**config.mk**
```make
export PLATFORM = sky130hd
export DESIGN_NAME = decimal_count_rle_grid_decoder_flat
export DESIGN_NICKNAME = d
export VERILOG_FILES = /design/src/hdl/dcrle_pkg.sv /design/src/hdl/dcrle_in_if.sv /design/src/hdl/dcrle_out_if.sv /design/src/hdl/dcrle_useq.sv /design/src/hdl/dcrle_dpath.sv /design/src/hdl/decimal_count_rle_grid_decoder.sv /design/src/flat_wrapper.sv
export SDC_FILE = /design/constraint.sdc
export NUM_CORES = 1
export LEC_CHECK = 0
export BUFFER_PORTS_ARGS = -buffer_cell sky130_fd_sc_hd__buf_2
export CAP_MARGIN = 25
export CORE_MARGIN = 8
export CORE_UTILIZATION = 50
export CTS_BUF_LIST = sky130_fd_sc_hd__clkbuf_8
export DETAILED_ROUTE_END_ITERATION = 12
export PLACE_DENSITY_LB_ADDON = 0.08
export SLEW_MARGIN = 0
export SYNTH_ARGS = -nofsm -noshare
export SYNTH_HDL_FRONTEND = slang
export SYNTH_HIERARCHICAL = 1
export SYNTH_SLANG_ARGS = --single-unit
export TNS_END_PERCENT = 100
```
**constraint.sdc**
```tcl
create_clock -name clk -period 2.8 [get_ports clk]
set_input_delay 0.14 -clock clk [delete_from_list [all_inputs] [get_ports clk]]
set_output_delay 0.14 -clock clk [all_outputs]
set_load 0.02 [all_outputs]
```
**src/hdl/dcrle_pkg.sv**
```systemverilog
// ---------------------------------------------------------------------------
// dcrle_pkg
// Types, constants and microprogram for the run-length grid decoder.
// ---------------------------------------------------------------------------
package dcrle_pkg;

  localparam int RowW = 9;
  localparam int ColW = 11;
  localparam int CntW = 6;
  localparam int UpcW = 4;

  localparam logic [CntW-1:0] MaxRun     = 6'd32;
  localparam logic [RowW-1:0] MaxRows    = 9'd256;
  localparam logic [ColW-1:0] MaxColumns = 11'd1024;

  localparam logic [7:0] BarChar  = 8'h7C;
  localparam logic [7:0] SemiChar = 8'h3B;

  localparam logic [1:0] KindCell  = 2'd0;
  localparam logic [1:0] KindRow   = 2'd1;
  localparam logic [1:0] KindLevel = 2'd2;

  // microprogram addresses
  localparam logic [UpcW-1:0] AddrFetch   = 4'd0;
  localparam logic [UpcW-1:0] AddrBar     = 4'd1;
  localparam logic [UpcW-1:0] AddrSemiRow = 4'd2;
  localparam logic [UpcW-1:0] AddrSemiLvl = 4'd3;
  localparam logic [UpcW-1:0] AddrDigit   = 4'd4;
  localparam logic [UpcW-1:0] AddrLoad    = 4'd5;
  localparam logic [UpcW-1:0] AddrCell    = 4'd6;
  localparam logic [UpcW-1:0] AddrEndRow  = 4'd7;
  localparam logic [UpcW-1:0] AddrEndLvl  = 4'd8;
  localparam logic [UpcW-1:0] AddrClear   = 4'd9;

  typedef enum logic [2:0] {
    ACT_FETCH, ACT_ROW, ACT_LEVEL, ACT_DIGIT, ACT_LOAD, ACT_CELL, ACT_CLEAR
  } act_t;

  typedef enum logic [2:0] {
    G_ALWAYS, G_COL_NZ, G_RUN_NZ, G_END, G_END_LIVE, G_END_LIVE_COL
  } guard_t;

  typedef enum logic [1:0] {
    LAST_NEVER, LAST_ALWAYS, LAST_NOT_END, LAST_CELL
  } last_t;

  typedef enum logic [2:0] {
    CLS_TERM, CLS_BAR, CLS_SEMI, CLS_DIGIT, CLS_SYM
  } cls_t;

  typedef struct packed {
    act_t            act;
    guard_t          guard;
    last_t           last;
    logic            loop;
    logic [UpcW-1:0] next;
  } uword_t;

  typedef struct packed {
    act_t  act;
    last_t last;
    logic  fire;
    logic  accept;
  } ctrl_t;

  typedef struct packed {
    cls_t cls;
    logic col_nz;
    logic run_nz;
    logic end_flag;
    logic term;
    logic out_free;
  } stat_t;

  function automatic uword_t ucode_rom(input logic [UpcW-1:0] addr);
    uword_t w;
    case (addr)
      AddrFetch:   w = '{ACT_FETCH, G_ALWAYS,       LAST_NEVER,   1'b0, AddrFetch};
      AddrBar:     w = '{ACT_ROW,   G_ALWAYS,       LAST_NOT_END, 1'b0, AddrEndRow};
      AddrSemiRow: w = '{ACT_ROW,   G_COL_NZ,       LAST_NEVER,   1'b0, AddrSemiLvl};
      AddrSemiLvl: w = '{ACT_LEVEL, G_ALWAYS,       LAST_ALWAYS,  1'b0, AddrEndRow};
      AddrDigit:   w = '{ACT_DIGIT, G_ALWAYS,       LAST_NEVER,   1'b0, AddrEndRow};
      AddrLoad:    w = '{ACT_LOAD,  G_ALWAYS,       LAST_NEVER,   1'b0, AddrCell};
      AddrCell:    w = '{ACT_CELL,  G_RUN_NZ,       LAST_CELL,    1'b1, AddrEndRow};
      AddrEndRow:  w = '{ACT_ROW,   G_END_LIVE_COL, LAST_NEVER,   1'b0, AddrEndLvl};
      AddrEndLvl:  w = '{ACT_LEVEL, G_END_LIVE,     LAST_ALWAYS,  1'b0, AddrClear};
      AddrClear:   w = '{ACT_CLEAR, G_END,          LAST_NEVER,   1'b0, AddrFetch};
      default:     w = '{ACT_CLEAR, G_END,          LAST_NEVER,   1'b0, AddrFetch};
    endcase
    return w;
  endfunction

  function automatic logic [UpcW-1:0] dispatch(input cls_t cls);
    logic [UpcW-1:0] a;
    case (cls)
      CLS_TERM:  a = AddrClear;
      CLS_BAR:   a = AddrBar;
      CLS_SEMI:  a = AddrSemiRow;
      CLS_DIGIT: a = AddrDigit;
      CLS_SYM:   a = AddrLoad;
      default:   a = AddrClear;
    endcase
    return a;
  endfunction

endpackage

```
**src/hdl/dcrle_in_if.sv**
```systemverilog
// ---------------------------------------------------------------------------
// dcrle_in_if
// Input channel: one encoded byte per request.
// ---------------------------------------------------------------------------
interface dcrle_in_if;
  logic       valid;
  logic       ready;
  logic [7:0] code_byte;
  logic       string_end;

  modport source(output valid, code_byte, string_end, input ready);
  modport sink(input valid, code_byte, string_end, output ready);
endinterface

```
**src/hdl/dcrle_out_if.sv**
```systemverilog
// ---------------------------------------------------------------------------
// dcrle_out_if
// Result channel: one grid cell, row end or level end per request.
// ---------------------------------------------------------------------------
interface dcrle_out_if;
  logic        valid;
  logic        ready;
  logic [1:0]  result_kind;
  logic [7:0]  cell_symbol;
  logic [8:0]  row_number;
  logic [10:0] column_number;
  logic        overflow_flag;
  logic        run_last;

  modport source(output valid, result_kind, cell_symbol, row_number, column_number,
                 overflow_flag, run_last, input ready);
  modport sink(input valid, result_kind, cell_symbol, row_number, column_number,
               overflow_flag, run_last, output ready);
endinterface

```
**src/hdl/dcrle_useq.sv**
```systemverilog
// ---------------------------------------------------------------------------
// dcrle_useq
// Microcode sequencer: step counter, control ROM, guards and jumps.
// ---------------------------------------------------------------------------
module dcrle_useq (
  input  logic                 clk,
  input  logic                 rst_n,
  input  logic                 in_valid,
  output logic                 in_ready,
  input  dcrle_pkg::stat_t     stat,
  output dcrle_pkg::ctrl_t     ctrl
);

  logic [dcrle_pkg::UpcW-1:0] upc_r, upc_nxt;
  dcrle_pkg::uword_t          uw;
  logic                       guard_ok;
  logic                       needs_out;
  logic                       fire;

  assign uw = dcrle_pkg::ucode_rom(upc_r);

  always_comb begin
    case (uw.guard)
      dcrle_pkg::G_ALWAYS:       guard_ok = 1'b1;
      dcrle_pkg::G_COL_NZ:       guard_ok = stat.col_nz;
      dcrle_pkg::G_RUN_NZ:       guard_ok = stat.run_nz;
      dcrle_pkg::G_END:          guard_ok = stat.end_flag;
      dcrle_pkg::G_END_LIVE:     guard_ok = stat.end_flag && !stat.term;
      dcrle_pkg::G_END_LIVE_COL: guard_ok = stat.end_flag && !stat.term && stat.col_nz;
      default:                   guard_ok = 1'b0;
    endcase
  end

  assign needs_out = (uw.act == dcrle_pkg::ACT_ROW) || (uw.act == dcrle_pkg::ACT_LEVEL) ||
                     (uw.act == dcrle_pkg::ACT_CELL);
  assign fire = (uw.act != dcrle_pkg::ACT_FETCH) && guard_ok &&
                (!needs_out || stat.out_free);

  // outputs
  always_comb begin
    in_ready    = (uw.act == dcrle_pkg::ACT_FETCH);
    ctrl.act    = uw.act;
    ctrl.last   = uw.last;
    ctrl.fire   = fire;
    ctrl.accept = in_ready && in_valid;
  end

  // next step
  always_comb begin
    upc_nxt = upc_r;
    if (uw.act == dcrle_pkg::ACT_FETCH) begin
      if (in_valid) begin
        upc_nxt = dcrle_pkg::dispatch(stat.cls);
      end
    end else if (!guard_ok) begin
      upc_nxt = uw.next;
    end else if (fire && !uw.loop) begin
      upc_nxt = uw.next;
    end
  end

  always_ff @(posedge clk) begin
    if (!rst_n) begin
      upc_r <= dcrle_pkg::AddrFetch;
    end else begin
      upc_r <= upc_nxt;
    end
  end

endmodule

```
**src/hdl/dcrle_dpath.sv**
```systemverilog
// ---------------------------------------------------------------------------
// dcrle_dpath
// Decoder datapath: count, row and column registers, result register.
// ---------------------------------------------------------------------------
module dcrle_dpath (
  input  logic                 clk,
  input  logic                 rst_n,
  input  logic [7:0]           in_code_byte,
  input  logic                 in_string_end,
  input  dcrle_pkg::ctrl_t     ctrl,
  output dcrle_pkg::stat_t     stat,
  input  logic                 out_ready,
  output logic                 out_valid,
  output logic [1:0]           out_result_kind,
  output logic [7:0]           out_cell_symbol,
  output logic [8:0]           out_row_number,
  output logic [10:0]          out_column_number,
  output logic                 out_overflow_flag,
  output logic                 out_run_last
);

  logic [7:0]                 byte_r, byte_nxt;
  logic                       end_r, end_nxt;
  logic [dcrle_pkg::CntW-1:0] cnt_r, cnt_nxt;
  logic                       dig_r, dig_nxt;
  logic [dcrle_pkg::CntW-1:0] run_r, run_nxt;
  logic [dcrle_pkg::RowW-1:0] row_r, row_nxt;
  logic [dcrle_pkg::ColW-1:0] col_r, col_nxt;
  logic                       term_r, term_nxt;

  logic                       ov_r, ov_nxt;
  logic [1:0]                 kind_r, kind_nxt;
  logic [7:0]                 sym_r, sym_nxt;
  logic [dcrle_pkg::RowW-1:0] orow_r, orow_nxt;
  logic [dcrle_pkg::ColW-1:0] ocol_r, ocol_nxt;
  logic                       oflag_r, oflag_nxt;
  logic                       olast_r, olast_nxt;

  logic                       is_digit;
  logic [9:0]                 cnt10;
  logic                       last_bit;
  logic                       out_free;

  assign is_digit = (in_code_byte >= 8'h30) && (in_code_byte <= 8'h39);
  assign out_free = !ov_r || out_ready;
  assign cnt10 = {1'b0, cnt_r, 3'b000} + {3'b000, cnt_r, 1'b0} + {6'd0, byte_r[3:0]};

  always_comb begin
    if (term_r) begin
      stat.cls = dcrle_pkg::CLS_TERM;
    end else if (in_code_byte == dcrle_pkg::BarChar) begin
      stat.cls = dcrle_pkg::CLS_BAR;
    end else if (in_code_byte == dcrle_pkg::SemiChar) begin
      stat.cls = dcrle_pkg::CLS_SEMI;
    end else if (is_digit) begin
      stat.cls = dcrle_pkg::CLS_DIGIT;
    end else begin
      stat.cls = dcrle_pkg::CLS_SYM;
    end
    stat.col_nz   = (col_r != '0);
    stat.run_nz   = (run_r != '0);
    stat.end_flag = end_r;
    stat.term     = term_r;
    stat.out_free = out_free;
  end

  always_comb begin
    case (ctrl.last)
      dcrle_pkg::LAST_NEVER:   last_bit = 1'b0;
      dcrle_pkg::LAST_ALWAYS:  last_bit = 1'b1;
      dcrle_pkg::LAST_NOT_END: last_bit = !end_r;
      dcrle_pkg::LAST_CELL:    last_bit = (run_r == dcrle_pkg::CntW'(1)) && !end_r;
      default:                 last_bit = 1'b0;
    endcase
  end

  always_comb begin
    byte_nxt  = byte_r;
    end_nxt   = end_r;
    cnt_nxt   = cnt_r;
    dig_nxt   = dig_r;
    run_nxt   = run_r;
    row_nxt   = row_r;
    col_nxt   = col_r;
    term_nxt  = term_r;
    ov_nxt    = ov_r && !out_ready;
    kind_nxt  = kind_r;
    sym_nxt   = sym_r;
    orow_nxt  = orow_r;
    ocol_nxt  = ocol_r;
    oflag_nxt = oflag_r;
    olast_nxt = olast_r;
    if (ctrl.accept) begin
      byte_nxt = in_code_byte;
      end_nxt  = in_string_end;
    end
    if (ctrl.fire) begin
      case (ctrl.act)
        dcrle_pkg::ACT_ROW: begin
          ov_nxt    = 1'b1;
          kind_nxt  = dcrle_pkg::KindRow;
          sym_nxt   = 8'd0;
          orow_nxt  = (row_r >= dcrle_pkg::MaxRows) ? dcrle_pkg::MaxRows : row_r;
          ocol_nxt  = (col_r > dcrle_pkg::MaxColumns) ? dcrle_pkg::MaxColumns : col_r;
          oflag_nxt = (row_r >= dcrle_pkg::MaxRows) || (col_r > dcrle_pkg::MaxColumns);
          olast_nxt = last_bit;
          if (row_r <= dcrle_pkg::MaxRows) begin
            row_nxt = row_r + 1'b1;
          end
          col_nxt = '0;
          cnt_nxt = '0;
          dig_nxt = 1'b0;
        end
        dcrle_pkg::ACT_LEVEL: begin
          ov_nxt    = 1'b1;
          kind_nxt  = dcrle_pkg::KindLevel;
          sym_nxt   = 8'd0;
          orow_nxt  = (row_r > dcrle_pkg::MaxRows) ? dcrle_pkg::MaxRows : row_r;
          ocol_nxt  = '0;
          oflag_nxt = (row_r > dcrle_pkg::MaxRows);
          olast_nxt = last_bit;
          term_nxt  = 1'b1;
          cnt_nxt   = '0;
          dig_nxt   = 1'b0;
        end
        dcrle_pkg::ACT_DIGIT: begin
          cnt_nxt = (cnt10 > {4'd0, dcrle_pkg::MaxRun}) ? dcrle_pkg::MaxRun
                                                        : cnt10[dcrle_pkg::CntW-1:0];
          dig_nxt = 1'b1;
        end
        dcrle_pkg::ACT_LOAD: begin
          run_nxt = dig_r ? cnt_r : dcrle_pkg::CntW'(1);
          cnt_nxt = '0;
          dig_nxt = 1'b0;
        end
        dcrle_pkg::ACT_CELL: begin
          ov_nxt    = 1'b1;
          kind_nxt  = dcrle_pkg::KindCell;
          sym_nxt   = byte_r;
          orow_nxt  = (row_r >= dcrle_pkg::MaxRows) ? dcrle_pkg::MaxRows : row_r;
          ocol_nxt  = (col_r >= dcrle_pkg::MaxColumns) ? dcrle_pkg::MaxColumns : col_r;
          oflag_nxt = (row_r >= dcrle_pkg::MaxRows) || (col_r >= dcrle_pkg::MaxColumns);
          olast_nxt = last_bit;
          if (col_r <= dcrle_pkg::MaxColumns) begin
            col_nxt = col_r + 1'b1;
          end
          run_nxt = run_r - 1'b1;
        end
        dcrle_pkg::ACT_CLEAR: begin
          cnt_nxt  = '0;
          dig_nxt  = 1'b0;
          row_nxt  = '0;
          col_nxt  = '0;
          term_nxt = 1'b0;
        end
        default: begin
          ov_nxt = ov_r && !out_ready;
        end
      endcase
    end
  end

  always_ff @(posedge clk) begin
    if (!rst_n) begin
      cnt_r  <= '0;
      dig_r  <= 1'b0;
      run_r  <= '0;
      row_r  <= '0;
      col_r  <= '0;
      term_r <= 1'b0;
      end_r  <= 1'b0;
      ov_r   <= 1'b0;
    end else begin
      cnt_r  <= cnt_nxt;
      dig_r  <= dig_nxt;
      run_r  <= run_nxt;
      row_r  <= row_nxt;
      col_r  <= col_nxt;
      term_r <= term_nxt;
      end_r  <= end_nxt;
      ov_r   <= ov_nxt;
    end
  end

  always_ff @(posedge clk) begin
    byte_r  <= byte_nxt;
    kind_r  <= kind_nxt;
    sym_r   <= sym_nxt;
    orow_r  <= orow_nxt;
    ocol_r  <= ocol_nxt;
    oflag_r <= oflag_nxt;
    olast_r <= olast_nxt;
  end

  assign out_valid         = ov_r;
  assign out_result_kind   = kind_r;
  assign out_cell_symbol   = sym_r;
  assign out_row_number    = orow_r;
  assign out_column_number = ocol_r;
  assign out_overflow_flag = oflag_r;
  assign out_run_last      = olast_r;

endmodule

```
**src/hdl/decimal_count_rle_grid_decoder.sv**
```systemverilog
// ---------------------------------------------------------------------------
// decimal_count_rle_grid_decoder
// Run-length text decoder producing grid cells, row ends and level ends.
// ---------------------------------------------------------------------------
// One byte is taken per request and run through a short microprogram; the
// next byte is taken only when that program returns to its fetch step. A
// symbol emits as many cells as the count before it, or one without a count,
// at most 32 with the run limit of 32; the cell loop of the sequencer emits
// one cell per cycle while the result register is free or being read. Every
// step that writes a result waits while the result register is still full.
// The last result of a byte is marked with run_last.
module decimal_count_rle_grid_decoder (
  input  logic               clk,
  input  logic               rst_n,
  dcrle_in_if.sink           in_ch,
  dcrle_out_if.source        out_ch
);

  dcrle_pkg::ctrl_t ctrl;
  dcrle_pkg::stat_t stat;

  dcrle_useq u_useq (
    .clk      (clk),
    .rst_n    (rst_n),
    .in_valid (in_ch.valid),
    .in_ready (in_ch.ready),
    .stat     (stat),
    .ctrl     (ctrl)
  );

  dcrle_dpath u_dpath (
    .clk               (clk),
    .rst_n             (rst_n),
    .in_code_byte      (in_ch.code_byte),
    .in_string_end     (in_ch.string_end),
    .ctrl              (ctrl),
    .stat              (stat),
    .out_ready         (out_ch.ready),
    .out_valid         (out_ch.valid),
    .out_result_kind   (out_ch.result_kind),
    .out_cell_symbol   (out_ch.cell_symbol),
    .out_row_number    (out_ch.row_number),
    .out_column_number (out_ch.column_number),
    .out_overflow_flag (out_ch.overflow_flag),
    .out_run_last      (out_ch.run_last)
  );

endmodule

```
**src/flat_wrapper.sv**
```systemverilog
// flat-port wrapper written by rule: the top's interface ports become plain ports
module decimal_count_rle_grid_decoder_flat 
  (clk, rst_n, in_ch_valid, in_ch_code_byte, in_ch_string_end, in_ch_ready, out_ch_valid, out_ch_result_kind, out_ch_cell_symbol, out_ch_row_number, out_ch_column_number, out_ch_overflow_flag, out_ch_run_last, out_ch_ready);
  dcrle_in_if in_ch_i ();
  dcrle_out_if out_ch_i ();
  input  logic clk;
  input  logic rst_n;
  input wire logic [$bits(in_ch_i.valid)-1:0] in_ch_valid;
  input wire logic [$bits(in_ch_i.code_byte)-1:0] in_ch_code_byte;
  input wire logic [$bits(in_ch_i.string_end)-1:0] in_ch_string_end;
  output wire logic [$bits(in_ch_i.ready)-1:0] in_ch_ready;
  output wire logic [$bits(out_ch_i.valid)-1:0] out_ch_valid;
  output wire logic [$bits(out_ch_i.result_kind)-1:0] out_ch_result_kind;
  output wire logic [$bits(out_ch_i.cell_symbol)-1:0] out_ch_cell_symbol;
  output wire logic [$bits(out_ch_i.row_number)-1:0] out_ch_row_number;
  output wire logic [$bits(out_ch_i.column_number)-1:0] out_ch_column_number;
  output wire logic [$bits(out_ch_i.overflow_flag)-1:0] out_ch_overflow_flag;
  output wire logic [$bits(out_ch_i.run_last)-1:0] out_ch_run_last;
  input wire logic [$bits(out_ch_i.ready)-1:0] out_ch_ready;
  assign in_ch_i.valid = in_ch_valid;
  assign in_ch_i.code_byte = in_ch_code_byte;
  assign in_ch_i.string_end = in_ch_string_end;
  assign in_ch_ready = in_ch_i.ready;
  assign out_ch_valid = out_ch_i.valid;
  assign out_ch_result_kind = out_ch_i.result_kind;
  assign out_ch_cell_symbol = out_ch_i.cell_symbol;
  assign out_ch_row_number = out_ch_i.row_number;
  assign out_ch_column_number = out_ch_i.column_number;
  assign out_ch_overflow_flag = out_ch_i.overflow_flag;
  assign out_ch_run_last = out_ch_i.run_last;
  assign out_ch_i.ready = out_ch_ready;
  decimal_count_rle_grid_decoder u_core (.clk(clk), .rst_n(rst_n), .in_ch(in_ch_i), .out_ch(out_ch_i));
endmodule
```
Word-level counts from Yosys, hierarchy flattened

Memory sizes are Yosys's and may differ from the RTL's. A register that Yosys moved wholly into a read port is not among the register bits.
Cells that the tools add are included.
W data, S select, Z words.

Input port bits: 13
Register bits: 80
Memories kept: 1
Memory bits (read-only): 208

Memories:

| memory          | depth | width | read ports | clocked after memory_dff | wr ports | RTL line        | source |
|---|---|---|---|---|---|---|---|
| (no name shown) | 16    | 13    | 1          | 1                        | 0        | dcrle_pkg.sv:77 | `case (addr)` |

Equality and inequality tests: 25
Muxes and demuxes: 34
Reductions and logical operators: 50
$add $sub $neg: 5
Order comparisons: 9

Operator list:

| cell                    | number |
|---|---|
| $pmux W9 S2             | 2 |
| $mux W11                | 3 |
| $pmux W11 S3            | 1 |
| $mux W9                 | 3 |
| $mux W4                 | 6 |
| $pmux W6 S2             | 2 |
| $pmux W11 S2            | 1 |
| $eq A3 B2 Y1 const B    | 6 |
| $eq A3 B3 Y1 const B    | 6 |
| $pmux W4 S4             | 1 |
| $pmux W8 S2             | 1 |
| $reduce_and A2 Y1       | 8 |
| $reduce_bool A2 Y1      | 7 |
| $mux W3                 | 4 |
| $mux W6                 | 2 |
| $add A11 B1 Y11 const B | 1 |
| $ge A11 B11 Y1 const B  | 1 |
| $gt A11 B11 Y1 const B  | 1 |
| $le A11 B11 Y1 const B  | 1 |
| $reduce_bool A11 Y1     | 1 |
| $add A10 B4 Y10         | 1 |
| $add A9 B7 Y10          | 1 |
| $gt A10 B6 Y1 const B   | 1 |
| $add A9 B1 Y9 const B   | 1 |
| other kinds (31)        | 61 |

Longest topological paths before layout

Gate-level depths: netlist (run 1).

Depth after elaboration: 12
Mapped depth: 14

Cells and area by module

The synthesis (run 1) kept the hierarchy.

By module, submodules not included:

| module      | area each (um^2) | cells an instance | sequential area each (um^2) | times used |
|---|---|---|---|---|
| dcrle_dpath | 3666.0           | 348               | 1921.8                      | 1 |
| dcrle_useq  | 1002.2           | 111               | 320.3                       | 1 |

Worst setup path before layout (run 1)

No wires, ideal clock.

Path kind: register -> register
Start point: register u_core/u_dpath/col_r[5] in the netlist's numbering
End point: register u_core/u_useq/uw[10] (netlist name)
Required time: 2.730 ns
Library setup time: 0.070 ns
Buffers on the path: 0
Clock period less this slack: 3.050 ns
Arrival: 2.980 ns
Setup slack: -0.250 ns
Cell stages (with the launch flop): 12
Path through: dfxtp_1 -> nor4_1 -> and4b_1 -> nand2b_1 -> o311ai_1 -> o31ai_4 -> or2_2 -> a21oi_1 -> inv_1 -> ha_1 -> or3_1 -> a21oi_1

RTL lines:

| element                  | RTL line           | source |
|---|---|---|
| start: declaration       | dcrle_dpath.sv:28  | `logic [dcrle_pkg::ColW-1:0] col_r, col_nxt;` |
| start signal: assignment | dcrle_dpath.sv:178 | `col_r <= col_nxt;` |

==> flow_summary.json, run 1 <==
{
  "ant_nets": 0,
  "clock_latency_ns": 0.35,
  "seqCellArea_um2": 2250,
  "synth-seq-area-share_pct": 48.0,
  "skew_ns": 0.0121,
  "synth.area.top_cells": "edfxtp_1 26%, dfxtp_1 22%, ha_1 6.4%",
  "grt_max_degree": 26,
  "syn_area_um2": 4670,
  "antenna_found_initial": 0,
  "synth-seq-cells": 92,
  "yosysWarningCount": 6,
  "finalCriticalPeriod_ns": 2.68,
  "wl_per_cell_um": 15.8,
  "slew_viol_final": 0,
  "io_pins": 47,
  "fp.dieW_um": 113,
  "status": "completed",
  "multiInputGateArea_um2": 2270,
  "setup_viol": 0,
  "h-tree-depth": 3,
  "synth_common_cells": "52 x dfxtp_1, 40 x edfxtp_1, 31 x nor2_1",
  "insertedDiodeCount": 0,
  "final.period_utilization_pct": 95.7,
  "clock-sinks": 92,
  "row_count": 35,
  "syn_nets": 498,
  "core_um2": 9150,
  "cap_violations": 0,
  "drtIter0Drc": 165,
  "avgViaCountPerCell": 5.47,
  "drive_above_1_share_pct": 26.7,
  "drc_errors": 0,
  "max-slew-margin-rel_pct": 65.5,
  "clkTransAtPathRegs_ns": 0.09,
  "layout.nets": 569,
  "final_util_pct": 60.1,
  "cts_buffers": 9,
  "routabilityCongestion": 0.898,
  "syn_to_final_growth_pct": 17.8,
  "synth.most_common_cell": "dfxtp_1",
  "critPathRequiredTime_ns": 3.09,
  "finalHoldViolCount": 0,
  "postSynthCellCount": 459,
  "synth-edff-count": 40,
  "cp-end-kind": "flop",
  "first_pass_iters": 4,
  "synth_cell_type_count": 76,
  "max_freq_ghz": 0.373,
  "clock_path_buffers": 2,
  "powerDensity_nw_per_um2": 928,
  "dpl.hpwl_mm": 7.52,
  "worstSetupStartpointType": "flop",
  "finalSetupTns_ns": 0,
  "p_leak_nw": 2.27,
  "syn_avg_cell_area_um2": 10.2,
  "wl_mm": 10.2,
  "die_h_um": 113,
  "yosysTopAreaCell": "edfxtp_1",
  "tightest_slew_ns": 0.517,
  "root_buffer": "clkbuf_8",
  "path_class": "flop to flop",
  "fillers": 768,
  "globalRouteOverflowTotal": 0,
  "synth_top_area_share_pct": 25.7,
  "hp-class": "input port to flop",
  "vias": 3535,
  "start_util_pct": 51.0,
  "grt_pass1_wl_mm": 16.8,
  "grt_pass1_vias": 3493,
  "dieArea_um2": 12700,
  "crit_fanout": 4,
  "synthArstFlopShare_pct": 0,
  "synthFlopType": "dfxtp_1",
  "arrival_ns": 2.97,
  "peakVddDrop_uv": 476,
  "tritoncts": "yes",
  "groute.usage.overall_pct": 16.2,
  "portBuffers": 46
}
[cell families after synthesis]
group                      count (synthesis)  synth area share (%)
buffers and inverters                     58                  5.60
and+or+nand+nor                          168                  20.5
muxes                                      7                  1.63
DFF                                       92                  48.0
AOI/OAI and AO/OA                         98                  15.1
xor gates and xnor gates                  10                  1.88
adders and majority gates                 26                  7.29
[what timing repair did]
action	CTS	global route
pin swaps	2	9
endpoints found under the hold margin	5	1
setup buffers	0	5
resized for setup	3	21
gates cloned	0	0
endpoints found under the setup margin	7	16
hold buffers	5	1
[flip-flops by register name, indices dropped and copies added, names as in the netlist]
name                              count
u_core/u_dpath/out_column_number     11
u_core/u_dpath/out_row_number         9
u_core/u_dpath/out_result_kind        2
u_core/u_dpath/out_run_last           1
u_core/u_dpath/end_r                  1
u_core/u_dpath/dig_r                  1
u_core/u_dpath/out_valid              1
u_core/u_dpath/cnt_r                  6
u_core/u_dpath/col_r                 11
u_core/u_useq/upc_r                   4
u_core/u_dpath/row_r                  9
u_core/u_dpath/term_r                 1
u_core/u_useq/uw                     12
u_core/u_dpath/run_r                  6
u_core/u_dpath/byte_r                 8
u_core/u_dpath/out_cell_symbol        8
u_core/u_dpath/out_overflow_flag      1
[critical path: stages (launching register included)]
cell and delay, ns:
dfxtp_2 0.33, nor4_2 0.24, and4b_2 0.31, nand2b_4 0.07, o311ai_4 0.37, o31ai_4 0.10
buf_6 0.15, mux2i_4 0.19, nor2_4 0.07, buf_4 0.15, ha_1 0.19, or3_1 0.32
a21oi_2 0.14
[report_power, final]
group | switching, mW | total, mW | internal [mW]
combinational | 1.40 | 2.34 | 0.938
clock | 0.476 | 0.805 | 0.329
sequential | 0.160 | 1.96 | 1.80
total | 2.04 | 5.10 | 3.06
[final cells by class]
class	instances	share of cell area [%]
clock buffers	9	2.25
clock inverters	7	0.933
inverters	32	2.23
multi-input cells	309	41.2
flip-flops and latches	92	40.9
well taps	111	2.53
repair buffers	86	9.99
[final timing paths]
kind | cells after the start | endpoint | slack (ns) | from
worst max-delay path | 12 | u_core/u_useq/uw[10] | 0.12 | u_core/u_dpath/col_r[5]
worst min-delay path | 1 | u_core/u_dpath/byte_r[6] | 0.03 | in_ch_code_byte[6]
worst max register to register | 12 | u_core/u_useq/uw[10] | 0.12 | u_core/u_dpath/col_r[5]
worst min register to register | 2 | u_core/u_dpath/run_r[2] | 0.49 | u_core/u_dpath/run_r[2]
[routing by layer]
| metal | wire, um | vias to the layer above | track usage, % |
|---|---|---|---|
| li1 | - | 1777 | - |
| met1 | 5020 | 1661 | 21.6 |
| met2 | 4520 | 87 | 25.1 |
| met3 | 488 | 10 | 3.86 |
| met4 | 148 | 0 | 5.76 |
| met5 | 0 | - | 0 |
[per-stage QoR]
step                instance area (um^2)  instances  hold slack, ns  power [mW]  setup WS, ns
floorplan                           4690        459           0.239        3.48       0.00426
global placement                    5140        619           0.348        4.09        0.0144
detailed placement                  5140        619           0.345        4.11       -0.0925
CTS                                 5370        640         0.00102        4.95       0.00893
global route                        5500        646          0.0126        5.44      -0.00368
finish                              5500        646          0.0254        5.10         0.120
[cells in the final DEF, fill, tap and decap left out, types with 11 or more instances in the layout]
| cell | Yosys | layout |
|---|---|---|
| ha_1 | 24 | 22 |
| nand2_1 | 24 | 24 |
| nor2b_1 | 11 | 11 |
| inv_1 | 30 | 27 |
| a21oi_1 | 28 | 26 |
| and3_1 | 11 | 11 |
| nand3_1 | 18 | 18 |
| buf_4 | 9 | 33 |
| nor2_1 | 31 | 30 |
| edfxtp_1 | 40 | 40 |
| dfxtp_1 | 52 | 49 |
| o21ai_0 | 19 | 19 |
| buf_2 | 5 | 46 |
| and2_1 | 11 | 11 |
Power figures use the tool's default switching activity.
==> inputs of run 2 (changes only) <==
--- a/config.mk
+++ b/config.mk
@@ -8,13 +8,12 @@
 export BUFFER_PORTS_ARGS = -buffer_cell sky130_fd_sc_hd__buf_2
 export CAP_MARGIN = 25
 export CORE_MARGIN = 8
-export CORE_UTILIZATION = 50
+export CORE_UTILIZATION = 55
 export CTS_BUF_LIST = sky130_fd_sc_hd__clkbuf_8
 export DETAILED_ROUTE_END_ITERATION = 12
 export PLACE_DENSITY_LB_ADDON = 0.08
 export SLEW_MARGIN = 0
 export SYNTH_ARGS = -nofsm -noshare
 export SYNTH_HDL_FRONTEND = slang
-export SYNTH_HIERARCHICAL = 1
 export SYNTH_SLANG_ARGS = --single-unit
 export TNS_END_PERCENT = 100
==> run 2 against run 1 <==
Compared with the run above:
- critical path depth stayed put
- area after synthesis shrank 4.6%
- critical endpoint is now u_core.u_useq.uw[0]
- fmax rose by 1.1%
- sequential share of layout area grew 1.5 points
- largest power group unchanged
- final cell count fell by 3.7%
==> flow_summary.json, run 2 <==
{
  "yosysWarningCount": 0,
  "p_leak_nw": 2.15,
  "p_seq_share_pct": 37.1,
  "wl_per_cell_um": 15.3,
  "clock_latency_ns": 0.36,
  "synth-seq-cells": 92,
  "cts_buffers": 9,
  "hold_start": "in_ch_code_byte[6]",
  "synth.area.top_cells": "edfxtp_1 27%, dfxtp_1 23%, ha_1 6.7%",
  "syn_area_um2": 4450,
  "core_um2": 8050,
  "final.period_utilization_pct": 94.7,
  "layout.nets": 551,
  "syn_to_final_growth_pct": 18.9,
  "worst_slack_ns": 0.150,
  "final_common_cell": "dfxtp_1",
  "powerDensity_nw_per_um2": 1080,
  "groute.usage.overall_pct": 17.0,
  "path_cells": "nor4_1, buf_4, a31oi_1, a22o_4, a21oi_4, buf_4, mux2i_4, nor2_2, inv_1, ha_1, and2_2, o32ai_2",
  "tritoncts": "yes",
  "crit_top_cell": "buf_4",
  "synth_common_cells": "52 x dfxtp_1, 46 x nor2_1, 40 x edfxtp_1",
  "dieArea_um2": 11200,
  "fp.dieW_um": 106,
  "crit_start": "u_core.u_dpath.run_r[3]",
  "max_freq_ghz": 0.377,
  "synth-seq-area-share_pct": 50.3,
  "report.power.total_mw": 5.69,
  "pre_cts_slack_ns": -0.0385,
  "yosysTopAreaCell": "edfxtp_1",
  "cp-end-kind": "flop",
  "synth_top_area_share_pct": 27.0,
  "finalNonFillerCells": 622,
  "tightest_slew_ns": 0.497,
  "drive_above_1_share_pct": 22.6,
  "ant_nets": 0,
  "largest_reg_flops": 12,
  "die_h_um": 106,
  "clkTransAtPathRegs_ns": 0.09,
  "first_pass_iters": 4,
  "syn_nets": 473,
  "grt_pass1_vias": 3229,
  "slowest_delay_ns": 0.37,
  "max-slew-margin-rel_pct": 66.7,
  "hp-class": "input port to flop",
  "finalHoldViolCount": 0,
  "p_sw_share_pct": 40.7,
  "synthArstFlopShare_pct": 0,
  "worstSetupStartpointType": "flop",
  "h-tree-depth": 3,
  "synth_cell_type_count": 64,
  "cp_slowest_cell": "dfxtp_1",
  "r2r-start": "u_core.u_dpath.run_r[3]",
  "critPathRequiredTime_ns": 3.07,
  "r2r_slack_ns": 0.15,
  "crit_fanout": 5,
  "postSynthCellCount": 434,
  "switchingPower_mw": 2.32,
  "combPwrFrac_pct": 47.4,
  "cap_violations": 0,
  "globalRouteOverflowTotal": 0,
  "finalCriticalPeriod_ns": 2.65,
  "setup_viol": 0,
  "grt_pass1_wl_mm": 15.6,
  "crit_buf_inv": 3,
  "start_util_pct": 55.3,
  "peakVddDrop_uv": 710,
  "io_pins": 47,
  "path_class": "flop to flop",
  "clockPowerShare_pct": 15.5,
  "skew_ns": 0.0167,
  "dp_cells": 597,
  "wl_mm": 9.50,
  "root_buffer": "clkbuf_8",
  "avgViaCountPerCell": 5.38,
  "clock_path_buffers": 2,
  "drc_errors": 0,
  "routabilityCongestion": 0.852,
  "drtIter0Drc": 115,
  "clock-sinks": 92,
  "syn_avg_cell_area_um2": 10.3,
  "finalSetupTns_ns": 0,
  "dpl.hpwl_mm": 6.95,
  "synth-edff-count": 40,
  "vias": 3346,
  "status": "completed",
  "row_count": 33,
  "insertedDiodeCount": 0,
  "power.internal_mw": 3.38,
  "antenna_found_initial": 0,
  "arrival_ns": 2.92,
  "synth.most_common_cell": "dfxtp_1",
  "synthFlopType": "dfxtp_1",
  "whs_ns": 0.0237,
  "portBuffers": 46,
  "path_delay_family": "compound AO/OA/AOI/OAI gates",
  "slew_viol_final": 0,
  "grt_max_degree": 24,
  "layout_common_cells": "52 x dfxtp_1, 46 x buf_2, 44 x nor2_1"
}
run 2: layout make-up:
| type | instances | area [um^2] |
|---|---|---|
| Fill cell | 663 | 2760 |
| Sequential cell | 92 | 2240 |
| Multi-Input combinational cell | 307 | 2120 |
| Timing Repair Buffer | 80 | 515 |
| Tap cell | 105 | 131 |
| Clock buffer | 9 | 124 |
| Inverter | 22 | 92.6 |
| Clock inverter | 7 | 70.1 |
run 2: path summary, 6_finish.rpt:
| check | end | cells past startpoint |
|---|---|---|
| hold / removal | u_core.u_dpath.byte_r[6] | 1 |
| hold reg to reg | u_core.u_dpath.run_r[5] | 2 |
| setup / recovery | u_core.u_useq.uw[0] | 12 |
| setup reg to reg | u_core.u_useq.uw[0] | 12 |
run 2: per-layer routing:
layer	up-vias	GRT usage [%]	wire length, um
li1	1704	-	-
met1	1592	21.4	4380
met2	38	28.3	4760
met3	12	2.60	200
met4	0	7.74	155
met5	-	0	0
run 2: metrics by stage:
stage,utilization [%],cell area (um^2)
3_3_place_gp,61.6,4960
2_1_floorplan,-,4450
5_1_grt,65.8,5300
4_1_cts,65.1,5240
6_report,65.8,5300
3_5_place_dp,61.6,4960
run 2: timing repair:
| item | in CTS | in global routing |
|---|---|---|
| resized for setup | 3 | 10 |
| hold buffers | 7 | 0 |
| hold endpoints to repair | 7 | 0 |
| setup endpoints to repair | 6 | 15 |
| buffers inserted | 0 | 2 |
| pin swaps | 1 | 6 |
run 2: logic make-up after synthesis:
kind of cell    after synthesis  share of synthesized area, %
simple gates                176                          21.0
flops                        92                          50.3
compound gates               82                          12.9
buf+inv                      35                          3.34
fa+ha+maj                    26                          7.64
xor+xnor                     16                          3.15
mux                           7                          1.63
run 2: power groups by stage:
| stage | combinational [mW] | sequential (mW) | clock (mW) |
|---|---|---|---|
| after global routing | 2.95 | 2.16 | 0.942 |
| after floorplan | 1.42 | 2.47 | 0 |
| after global placement | 2.58 | 2.13 | 0 |
| final | 2.70 | 2.11 | 0.882 |
| after detailed placement | 2.63 | 2.14 | 0 |
| after CTS | 2.66 | 2.11 | 0.898 |
==> inputs of run 3 (changes only) <==
--- a/config.mk
+++ b/config.mk
@@ -7,6 +7,7 @@
 export LEC_CHECK = 0
 export BUFFER_PORTS_ARGS = -buffer_cell sky130_fd_sc_hd__buf_2
 export CAP_MARGIN = 25
+export CORE_ASPECT_RATIO = 1.5
 export CORE_MARGIN = 8
 export CORE_UTILIZATION = 55
 export CTS_BUF_LIST = sky130_fd_sc_hd__clkbuf_8
==> run 3 against run 2 <==
Compared with the run above:
- wire length fell by 1.9%
- clock-buffer cell count rose by 2
- total power rose by 0.19%
- core utilization rose by 1.1 points
- setup slack got worse by 0.036 ns
- fmax fell by 1.3%
- first-iteration DRC count rose by 20%
- die area rose by 0.53%
- cell area rose by 0.50%
==> flow_summary.json, run 3 (same netlist as run 2, synthesis figures left out) <==
{
  "fillers": 602,
  "path_class": "flop to flop",
  "dpl.hpwl_mm": 6.90,
  "worstSetupStartpointType": "flop",
  "whs_ns": 0.0180,
  "cp_slowest_cell": "edfxtp_1",
  "h-tree-depth": 3,
  "finalCriticalPeriod_ns": 2.69,
  "powerDensity_nw_per_um2": 1070,
  "report.power.total_mw": 5.70,
  "max_freq_ghz": 0.372,
  "grt_pass1_vias": 3264,
  "dieArea_um2": 11300,
  "max-slew-margin-rel_pct": 47.6,
  "drc_errors": 0,
  "cp-end-kind": "flop",
  "io_pins": 47,
  "insertedDiodeCount": 0,
  "grt_max_degree": 26,
  "root_buffer": "clkbuf_8",
  "skew_ns": 0.00896,
  "cts_buffers": 9,
  "slew_viol_final": 0,
  "drive_above_1_share_pct": 22.8,
  "grt_pass1_wl_mm": 14.9,
  "worstHoldPathCells": 3,
  "first_pass_iters": 5,
  "crit_fanout": 5,
  "avgViaCountPerCell": 5.48,
  "hp-class": "input port to flop",
  "path_cells": "ha_4, ha_2, inv_1, fa_2, nor2b_2, nand4_1, o22a_1, nor3_2, nor3b_4, nand2b_1, a21oi_1",
  "ff2ff_path_depth": 11,
  "ant_nets": 0,
  "final_common_cell": "dfxtp_1",
  "globalRouteOverflowTotal": 0,
  "final.period_utilization_pct": 95.9,
  "syn_to_final_growth_pct": 19.5,
  "antenna_found_initial": 0,
  "clkTransAtPathRegs_ns": 0.08,
  "hold_start": "in_ch_string_end",
  "largest_reg_flops": 12,
  "status": "completed",
  "portBuffers": 46,
  "wl_per_cell_um": 15.0,
  "arrival_ns": 2.98,
  "r2r-start": "u_core.u_dpath.byte_r[2]",
  "finalHoldViolCount": 0,
  "tritoncts": "yes",
  "groute.usage.overall_pct": 17.1,
  "crit_buf_inv": 1,
  "clock-sinks": 92,
  "critPathRequiredTime_ns": 3.09,
  "peakVddDrop_uv": 612,
  "r2r_slack_ns": 0.11,
  "r2r-end": "u_core.u_dpath.cnt_r[3]",
  "clock_latency_ns": 0.36,
  "start_util_pct": 56.0,
  "clock_path_buffers": 2,
  "vias": 3407,
  "cap_violations": 0,
  "drtIter0Drc": 138,
  "fp.dieW_um": 89.5,
  "routabilityCongestion": 0.899,
  "core_um2": 7960,
  "tightest_slew_ns": 0.784,
  "holdPathEnd": "u_core.u_dpath.end_r",
  "layout_common_cells": "52 x dfxtp_1, 46 x buf_2, 45 x nor2_1",
  "die_h_um": 126,
  "path_delay_family": "adder cells",
  "slowest_delay_ns": 0.44,
  "cp.depth": 11,
  "layout.nets": 551,
  "p_leak_nw": 2.17,
  "row_count": 40,
  "wl_mm": 9.32,
  "setup_viol": 0
}
## run 3: changes by cell type in the layout (fill, tap and decap cells not counted), sizes merged
cell and delta:
clkinvlp -2, clkinv -1, bufinv +1, clkbuf +2
## run 3: area by class of cell
| cell class | instances | area [um^2] | area share, % |
|---|---|---|---|
| Clock buffer | 11 | 151 | 2.85 |
| Clock inverter | 5 | 71.3 | 1.34 |
| Inverter | 22 | 92.6 | 1.74 |
| Multi-Input combinational cell | 307 | 2130 | 40.0 |
| Sequential cell | 92 | 2240 | 42.1 |
| Tap cell | 105 | 131 | 2.47 |
| Timing Repair Buffer | 80 | 503 | 9.45 |
## run 3: worst max path at each step
stage                                   from                                  end  slack, ns
finish              u_core.u_dpath.byte_r[2]              u_core.u_dpath.cnt_r[3]       0.11
global route         u_core.u_dpath.col_r[0]                  u_core.u_useq.uw[8]      -0.01
CTS                 u_core.u_dpath.byte_r[3]              u_core.u_dpath.cnt_r[3]       0.02
detailed placement  u_core.u_dpath.byte_r[3]              u_core.u_dpath.cnt_r[3]      -0.09
global placement    u_core.u_dpath.byte_r[3]              u_core.u_dpath.cnt_r[3]       0.05
floorplan               u_core.u_useq.uw[11]  u_core.u_dpath.out_column_number[0]       0.02
## run 3: layer usage
metal / up-vias / global-route usage [%] / part of all wire, %
li1: 1709 / - / -
met1: 1591 / 19.3 / 41
met2: 85 / 29.1 / 52
met3: 22 / 3.26 / 4.6
met4: 0 / 9.25 / 3.2
met5: - / 0 / 0
## run 3: timing repair
action	CTS	global route
hold endpoints to repair	7	0
pin swaps	1	5
setup buffers	0	3
endpoints found under the setup margin	5	16
gates resized for setup	2	12
hold buffers	7	0
## run 3: where the power goes
| group | switching [mW] | internal, mW |
|---|---|---|
| clock | 0.433 | 0.542 |
| sequential | 0.192 | 1.94 |
| combinational | 1.62 | 0.981 |
| total | 2.24 | 3.46 |
## run 3: tightest hold or removal path: stages
cell,delay [ns]
buf_2,0.09
nand2_1,0.05
a21oi_1,0.05
## run 3: per-stage QoR
stage	area, um^2	util, %	TNS [ns]	std cells	worst slack (ns)
after global routing	5320	66.9	-0.0185	622	-0.0102
final	5320	66.9	0	622	0.113
after CTS	5250	65.9	0	619	0.0236
after global placement	4940	62.1	0	596	0.0545
after floorplan	4450	-	0	434	0.0195
after detailed placement	4940	62.1	-0.280	596	-0.0889
